File: src/sv/fpba_pkg.sv
package fpba_pkg;

   localparam int DEF_MAX_BLOCKS   = 64;
   localparam int DEF_HEADER_BYTES = 32;

   localparam int START_W = 32;
   localparam int BYTES_W = 24;
   localparam int NEED_W  = BYTES_W + 1;
   localparam int ENTRY_W = 1 + BYTES_W + START_W;

   localparam int CSR_IDX_W  = 2;
   localparam int CSR_DATA_W = 32;

   localparam logic [CSR_IDX_W-1:0] CSR_FIT_POLICY = 2'd0;
   localparam logic [CSR_IDX_W-1:0] CSR_HEAP_LIMIT = 2'd1;

   localparam logic MODE_ALLOC = 1'b0;
   localparam logic MODE_FREE  = 1'b1;

   typedef enum logic [1:0] {
      FIT_FIRST = 2'd0,
      FIT_BEST  = 2'd1,
      FIT_WORST = 2'd2,
      FIT_NEXT  = 2'd3
   } fit_type;

   typedef enum logic [1:0] {
      ST_OK      = 2'd0,
      ST_ZERO    = 2'd1,
      ST_NOMEM   = 2'd2,
      ST_BADFREE = 2'd3
   } status_type;

   typedef enum logic [2:0] {
      FIN_NONE,
      FIN_ZERO,
      FIN_NOMEM,
      FIN_BADFREE,
      FIN_FREE,
      FIN_REUSE,
      FIN_GROW
   } fin_type;

   typedef enum logic [2:0] {
      S_IDLE,
      S_DECODE,
      S_FREE_CHK,
      S_SCAN,
      S_PICK,
      S_RESP
   } state_type;

   typedef struct packed {
      logic    load_item;
      logic    scan_start;
      logic    scan_step;
      fin_type fin;
      logic    push_rsp;
   } dp_cmd_type;

   typedef struct packed {
      logic free_mode;
      logic zero_req;
      logic oversize;
      logic free_bad;
      logic count_zero;
      logic rd_free;
      logic scan_stop;
      logic scan_last;
      logic pick_valid;
      logic grow_fail;
      logic slot_free;
   } dp_stat_type;

endpackage

File: src/sv/fpba_controller.sv
module fpba_controller
   import fpba_pkg::*;
(
   input  logic        clock,
   input  logic        reset,
   input  logic        req_valid,
   output logic        req_ready,
   input  dp_stat_type stat,
   output dp_cmd_type  cmd
);

   state_type state_ff, state_in;

   always_ff @(posedge clock) begin
      if (reset) begin
         state_ff <= S_IDLE;
      end else begin
         state_ff <= state_in;
      end
   end

   always_comb begin
      state_in = state_ff;
      unique case (state_ff)
         S_IDLE: begin
            if (req_valid) begin
               state_in = S_DECODE;
            end
         end
         S_DECODE: begin
            if (stat.free_mode) begin
               state_in = stat.free_bad ? S_RESP : S_FREE_CHK;
            end else if (stat.zero_req || stat.oversize) begin
               state_in = S_RESP;
            end else if (stat.count_zero) begin
               state_in = S_PICK;
            end else begin
               state_in = S_SCAN;
            end
         end
         S_FREE_CHK: state_in = S_RESP;
         S_SCAN: begin
            if (stat.scan_stop || stat.scan_last) begin
               state_in = S_PICK;
            end
         end
         S_PICK: state_in = S_RESP;
         S_RESP: begin
            if (stat.slot_free) begin
               state_in = S_IDLE;
            end
         end
         default: state_in = S_IDLE;
      endcase
   end

   always_comb begin
      req_ready      = 1'b0;
      cmd.load_item  = 1'b0;
      cmd.scan_start = 1'b0;
      cmd.scan_step  = 1'b0;
      cmd.fin        = FIN_NONE;
      cmd.push_rsp   = 1'b0;
      unique case (state_ff)
         S_IDLE: begin
            req_ready     = 1'b1;
            cmd.load_item = req_valid;
         end
         S_DECODE: begin
            cmd.scan_start = 1'b1;
            if (stat.free_mode) begin
               if (stat.free_bad) begin
                  cmd.fin = FIN_BADFREE;
               end
            end else if (stat.zero_req) begin
               cmd.fin = FIN_ZERO;
            end else if (stat.oversize) begin
               cmd.fin = FIN_NOMEM;
            end
         end
         S_FREE_CHK: cmd.fin = stat.rd_free ? FIN_BADFREE : FIN_FREE;
         S_SCAN: cmd.scan_step = 1'b1;
         S_PICK: begin
            if (stat.pick_valid) begin
               cmd.fin = FIN_REUSE;
            end else if (stat.grow_fail) begin
               cmd.fin = FIN_NOMEM;
            end else begin
               cmd.fin = FIN_GROW;
            end
         end
         S_RESP: cmd.push_rsp = stat.slot_free;
         default: begin
         end
      endcase
   end

endmodule

File: config.mk
export PLATFORM = sky130hd
export DESIGN_NAME = fpba_controller
export DESIGN_NICKNAME = d
export VERILOG_FILES = /design/src/sv/fpba_pkg.sv /design/src/sv/fpba_controller.sv
export SDC_FILE = /design/constraint.sdc
export NUM_CORES = 1
export LEC_CHECK = 0
export ABC_AREA = 1
export ABC_CLOCK_PERIOD_IN_PS = 2100
export BUFFER_PORTS_ARGS = -buffer_cell sky130_fd_sc_hd__buf_2
export CORE_AREA = 2 2 39 41
export DETAILED_ROUTE_END_ITERATION = 10
export DIE_AREA = 0 0 41 43
export SETUP_SLACK_MARGIN = 0.4
export SLEW_MARGIN = 40
export SYNTH_ARGS = -nofsm -noshare
export SYNTH_HDL_FRONTEND = slang
export SYNTH_SLANG_ARGS = --single-unit
File: constraint.sdc
create_clock -name clock -period 2.1 [get_ports clock]
set_input_delay 0.315 -clock clock [delete_from_list [all_inputs] [get_ports clock]]
set_output_delay 0.315 -clock clock [all_outputs]
set_load 0.05 [all_outputs]
After elaboration in Yosys (flattened, before gate mapping)
Index checks and enable logic that the tools add are counted.
{ "op_classes": {"eq_ne": 8, "reduce_logical": 5, "mux": 21} }
{ "op_table": {"columns": ["cell", "n"], "rows": [
  ["$mux 3", 12],
  ["$pmux 3 s5", 1],
  ["$pmux 3 s3", 1],
  ["$eq 3x2->1 const B", 2],
  ["$eq 3x3->1 const B", 2],
  ["$ne 2x2->1 const B", 3],
  ["$mux 1", 5],
  ["$mux 2", 2],
  ["$eq 3x1->1 const B", 1],
  ["$logic_not 3->1", 1],
  ["$reduce_and 3->1", 1],
  ["$logic_or 1x1->1", 2],
  ["$reduce_or 2->1", 1]
]} }
{ "totals": {"input_bits": 14, "output_inout_bits": 8, "elab_cells": 35, "regBits": 3} }

Depth between registers and ports, before layout
Gate-level depths: netlist of run 1.
{ "logic_depth": {"ltp_word": 4, "depth_mapped": 8, "mapped_depth_nobuf": 8} }

Least setup slack after synthesis of run 1
No wires, ideal clock.
{ "synth_timing": {"path_kind": "register -> output", "from": "reg state_ff[0]", "to": "out cmd[0] (netlist name)", "path_buffers": 0, "setup_slack_ps": -200, "arrival_ps": 1985, "required_time_ps": 1785, "path_stages_with_launch": 3, "cell_sequence": "dfxtp_1 -> inv_1 -> nor4_1"} }
{ "synth_rtl": {"columns": ["item", "line_no", "rtl"], "rows": [
  ["from (decl)", "fpba_controller.sv:12", "state_type state_ff, state_in;"],
  ["from (signal assigned)", "fpba_controller.sv:18", "state_ff <= state_in;"],
  ["to (decl)", "fpba_controller.sv:9", "output dp_cmd_type cmd"]
]} }

==> impl_metrics.csv, run 1 <==
group,metric,value,unit
worst_hold_path,min_from,"reset",
layout,largestRegisters,"state_ff (3)",
detailed_routing,dr.pass1.iters,4,
worst_setup_path,cp_slowest_cell,"dfxtp_2",
global_route,track_usage,12.5,%
yosys,ys_async_sr_fraction,0,%
timing,tns,0,ns
floorplanning,die_w,41,um
global_route,grtUsageMet2,19.4,%
worst_setup_path,path_max_fanout,6,
detailed_routing,wl_per_cell,9.11,um
timing,relSlewSlack,83.6,%
global_route,grt_pass1_wl,1520,um
detailed_routing,drt_iter0_drc,13,
worst_setup_path,cp_top_family,"flip-flops",
detailed_routing,vias,437,
timing,max_freq,627,MHz
global_route,grt_use_met1,13.1,%
floorplanning,die_y,43,um
layout,nNetsFinal,99,
worst_setup_path,crit_cells,6,
worst_setup_path,crit_required,1.78,ns
timing,setup_violations,0,
placed_design,io_buffer_count,21,
global_route,grt_antenna_before_repair,0,
pwr,p_per_area,964,nW/um^2
timing,worst_pin_slew,0.247,ns
global_route,met3_usage,6.28,%
clock_tree,h-tree-depth,1,
pwr,peakVddDrop,0.000464,V
clock_tree,cts.sinks,3,
layout,antennaDiodeCount,0,
worst_setup_path,reg2regPathDepth,7,
worst_setup_path,rr_endpoint,"state_ff[2]",
layout,layout_commonest_cell,"buf_2",
yosys,yosys_warnings,0,
floorplanning,core_area,1380,sq um
clock_tree,cts_hold_buf,0,
clock_tree,ctsLongestPathBuffers,2,
yosys,ys.flop_type,"dfxtp_1",
global_route,top_usage_layer,"met2",
worst_setup_path,cp-end-kind,"output pin",
floorplanning,start_util,22.2,%
clock_tree,clockRootBuffer,"clkbuf_4",
yosys,ys_types,15,
layout,largest_register,"state_ff",
yosys,syn_inst,56,
layout,area_delta_synth_final,69.0,%
detailed_routing,viasPerCell,4.37,
detailed_routing,finalWirelength,911,um
global_route,grt_max_degree,7,
timing,period_share,75.9,%
clock_tree,cts_buffers,3,
timing,slew_violations,0,
clock_tree,clk_pin_slew,0.04,ns
worst_setup_path,crit_path_start_kind,"flop",
yosys,yosysSeqAreaShare,19.6,%
layout,layout_common_cells,"buf_2 (18), nand2_1 (12), inv_1 (11)",
worst_setup_path,crit_buf_inv,2,
global_route,grt_pass1_vias,430,
pwr,p_leak,0.277,nW
timing,post-route-min-period,1.59,ns
worst_hold_path,min_path_type,"input pin to flop",
detailed_routing,antenna_left,0,
global_route,gr-total-overflow,0,
floorplanning,ios,22,
layout,largest_reg_flops,3,
yosys,synth_nets,70,
yosys,ys_seq_elements,3,
worst_setup_path,path_class,"flop to output pin",
timing,hold_viol_final,0,
timing,fin_skew,0.000218,ns
worst_hold_path,hold_depth,2,
timing,whs,0.276,ns
detailed_routing,drc,0,
worst_setup_path,r2r_slack,0.98,ns
layout,drive_gt1_share,44.0,%
clock_tree,cts_tree,"done",
floorplanning,rows,14,
yosys,netlist_area,307,sq um
floorplanning,dieArea,1760,sq um
worst_setup_path,critPathArrivalTime,1.28,ns
worst_hold_path,holdPathEnd,"state_ff[1]",
yosys,avgSynthCellArea,5.47,sq um
worst_setup_path,max_stage_delay,0.35,ns
worst_setup_path,r2r-start,"state_ff[2]",
run,cap_violations,0,
status,status,"finished, final reports clean",
placed_design,gp_congestion,0.773,
clock_tree,clock_latency,0.22,ns
placed_design,dpl.hpwl,696,um
timing,rsz0062_at_grt,"false",
yosys,synth_edf_count,0,
worst_setup_path,worstPathCellList,"inv_1 > nand3_2 > nor2_4 > o21ai_1 > o211ai_1 > buf_4",
-- per-stage QoR --
step,setup WS (ns),power [mW],instances,utilization [%],cell area [sq um]
floorplan,0.404,0.303,56,-,322
global placement,0.613,0.365,93,32.3,447
detailed placement,0.571,0.365,93,32.3,447
CTS,0.391,0.478,98,35.1,485
global route,0.400,0.542,100,37.4,518
finish,0.506,0.499,100,37.4,518
-- where the power goes --
| group | internal, mW | leakage, nW | switching [mW] |
|---|---|---|---|
| registers | 0.0695 | 0.0253 | 0.0158 |
| logic | 0.0981 | 0.237 | 0.219 |
| clock network | 0.0710 | 0.0150 | 0.0264 |
| total | 0.239 | 0.277 | 0.261 |
-- cells in the mapped netlist, types with 2 or more instances --
cell type	instances	share of area [%]
nand2_1	12	15
inv_1	11	13
nor2_1	7	8.6
a21oi_1	4	6.5
nand3_1	4	6.5
dfxtp_1	3	20
o21ai_0	3	4.9
inv_2	2	2.4
nand4_1	2	4.1
nor2_2	2	4.1
o211ai_1	2	4.9
-- logic make-up after synthesis --
logic type	Yosys count	synth area share, %
compound gates	10	18.8
buf+inv	13	15.9
flops	3	19.6
simple gates	30	45.7
-- how the worst max path moves through the flow --
stage | to | slack [ns] | start
finish | cmd[1] | 0.51 | state_ff[1]
global route | cmd[1] | 0.40 | state_ff[1]
CTS | cmd[1] | 0.39 | state_ff[2]
detailed placement | cmd[1] | 0.57 | state_ff[2]
global placement | cmd[1] | 0.61 | state_ff[2]
floorplan | cmd[1] | 0.40 | state_ff[1]
-- per-layer routing --
layer	vias up	part of all wire, %	routed length [um]
li1	237	-	-
met1	181	42	382
met2	17	49	449
met3	2	7.7	70
met4	0	0.99	9
met5	-	0	0
-- repair_timing --
| action | in CTS | in global routing |
|---|---|---|
| endpoints found under the setup margin | 2 | 3 |
| gates resized for setup | 2 | 8 |
| pin swaps | 1 | 1 |
| setup buffers | 1 | 2 |
-- final cells by class --
class / instances / area [sq um]
repair buffers: 24 / 135
well taps: 16 / 20.0
fillers: 150 / 866
multi-input cells: 40 / 225
inverters: 13 / 48.8
clock buffers: 4 / 26.3
flip-flops and latches: 3 / 62.6
(Power assumes the default switching activity.)
==> inputs of run 2 (changes only) <==
--- a/config.mk
+++ b/config.mk
@@ -6,7 +6,7 @@
 export NUM_CORES = 1
 export LEC_CHECK = 0
 export ABC_AREA = 1
-export ABC_CLOCK_PERIOD_IN_PS = 2100
+export ABC_CLOCK_PERIOD_IN_PS = 1550
 export BUFFER_PORTS_ARGS = -buffer_cell sky130_fd_sc_hd__buf_2
 export CORE_AREA = 2 2 39 41
 export DETAILED_ROUTE_END_ITERATION = 10
==> constraint.sdc (replaced) <==
create_clock -name clock -period 1.55 [get_ports clock]
set_input_delay 0.2325 -clock clock [delete_from_list [all_inputs] [get_ports clock]]
set_output_delay 0.2325 -clock clock [all_outputs]
set_load 0.05 [all_outputs]
==> run 2 against run 1 <==
Largest power group unchanged. Critical path type unchanged. Die area unchanged. Register-to-register slack worse by 0.67 ns. Clock power is 40% higher. Critical endpoint unchanged. Utilization grew 13 points. Highest routed layer is now met3. Cell area grew 34%. Routed wire length is 6.6% higher. Global-route usage is 1.0 points higher. Setup slack worse by 0.42 ns.
==> impl_metrics.csv, run 2 (synthesized netlist as in run 1, its figures left out) <==
group,metric,value,unit
detailed_routing,viasPerCell,4.41,
floorplanning,die_y,43,um
floorplanning,core_area,1380,sq um
worst_setup_path,path_max_fanout,5,
clock_tree,clock_latency,0.23,ns
layout,layout_common_cells,"buf_2 (13), inv_1 (8), nand2_1 (7)",
detailed_routing,drc,0,
detailed_routing,wl_per_cell,9.34,um
timing,hold_viol_final,0,
timing,post-route-min-period,1.47,ns
placed_design,io_buffer_count,21,
clock_tree,clk_pin_slew,0.04,ns
placed_design,gp_congestion,0.762,
pwr,peakVddDrop,0.000880,V
layout,final_core_util,50.1,%
detailed_routing,dr.pass1.iters,3,
worst_setup_path,reg2regPathDepth,10,
floorplanning,ios,22,
pwr,p_per_area,1260,nW/um^2
layout,largestRegisters,"state_ff (3)",
worst_setup_path,critPathArrivalTime,1.23,ns
layout,fillers,145,
worst_setup_path,cp-end-kind,"output pin",
clock_tree,cts.sinks,3,
placed_design,dpl.hpwl,728,um
clock_tree,cts_tree,"done",
timing,worst_pin_slew,0.205,ns
worst_setup_path,crit_path_start,"state_ff[0]",
floorplanning,start_util,22.2,%
layout,nNetsFinal,103,
floorplanning,rows,14,
global_route,track_usage,13.5,%
timing,max_freq,682,MHz
timing,relSlewSlack,86.2,%
detailed_routing,antenna_left,0,
status,status,"finished, final reports clean",
global_route,grt_pass1_wl,1660,um
layout,area_delta_synth_final,126,%
layout,layout_commonest_cell,"buf_2",
detailed_routing,vias,459,
layout,antennaDiodeCount,0,
worst_setup_path,rr_endpoint,"state_ff[2]",
timing,period_share,94.6,%
worst_setup_path,critPathCapture,"cmd[1]",
run,cap_violations,0,
global_route,grt_max_degree,6,
clock_tree,ctsLongestPathBuffers,2,
worst_setup_path,crit_path_start_kind,"flop",
worst_setup_path,r2r-start,"state_ff[2]",
detailed_routing,finalWirelength,971,um
pwr,p_leak,0.333,nW
timing,slew_violations,0,
layout,largest_register,"state_ff",
global_route,grt_antenna_before_repair,0,
timing,setup_violations,0,
floorplanning,dieArea,1760,sq um
layout,largest_reg_flops,3,
global_route,gr-total-overflow,0,
floorplanning,die_w,41,um
layout,drive_gt1_share,63.6,%
worst_setup_path,crit_required,1.32,ns
global_route,grt_pass1_vias,434,
timing,fin_skew,0.00187,ns
detailed_routing,drt_iter0_drc,3,
clock_tree,cts_buffers,3,
worst_setup_path,path_class,"flop to output pin",
clock_tree,clockRootBuffer,"clkbuf_4",
clock_tree,h-tree-depth,1,
timing,tns,0,ns
worst_hold_path,min_path_type,"input pin to flop",
timing,rsz0062_at_grt,"true",
worst_setup_path,r2r_slack,0.31,ns
run 2: critical path, stage by stage (launching register included):
cell	delay, ns
dfxtp_4	0.36
nor2_4	0.17
nand2_4	0.07
o211ai_1	0.17
buf_4	0.22
run 2: final cells by class:
class                      instances  area [sq um]  area share [%]
multi-input combinational         40           298            43.0
timing repair buffer              28           226            32.7
sequential                         3          68.8            9.93
inverter                          13          53.8            7.76
clock buffer                       4          26.3            3.79
tap                               16          20.0            2.89
run 2: metal layers:
layer  track usage [%]  vias up  part of all wire (%)
li1                  -      244                     -
met1              15.1      199                    39
met2              23.8       16                    55
met3              1.57        0                   5.6
met4              6.00        0                     0
met5                 0        -                     0
run 2: per-stage QoR:
| stage | power [mW] | hold slack [ns] | worst slack, ns | std cells | cell area [sq um] |
|---|---|---|---|---|---|
| finish | 0.877 | 0.196 | 0.0842 | 104 | 693 |
| global route | 0.932 | 0.202 | 0.0101 | 104 | 693 |
| CTS | 0.799 | 0.181 | 0.0579 | 103 | 624 |
| detailed placement | 0.530 | 0.423 | 0.111 | 94 | 487 |
| global placement | 0.528 | 0.423 | 0.132 | 94 | 487 |
| floorplan | 0.435 | 0.292 | -0.0202 | 56 | 354 |
run 2: how the worst min path moves through the flow:
stage | endpoint | startpoint | cells past startpoint
floorplan | state_ff[1] | reset | 1
global placement | state_ff[1] | reset | 2
detailed placement | state_ff[1] | reset | 2
CTS | state_ff[1] | reset | 2
global route | state_ff[0] | reset | 2
finish | state_ff[0] | reset | 2
run 2: where the power goes:
group          total (mW)  internal, mW  leakage, nW  switching (mW)
Sequential          0.123        0.0969       0.0264          0.0259
Combinational       0.618         0.252        0.291           0.366
Clock               0.136        0.0964       0.0150          0.0397
run 2: repair_timing:
item / in CTS / in global routing
hold buffers: 0 / 0
setup endpoints to repair: 10 / 10
pin swaps: 1 / 9
resized for setup: 27 / 17
setup buffers: 5 / 1
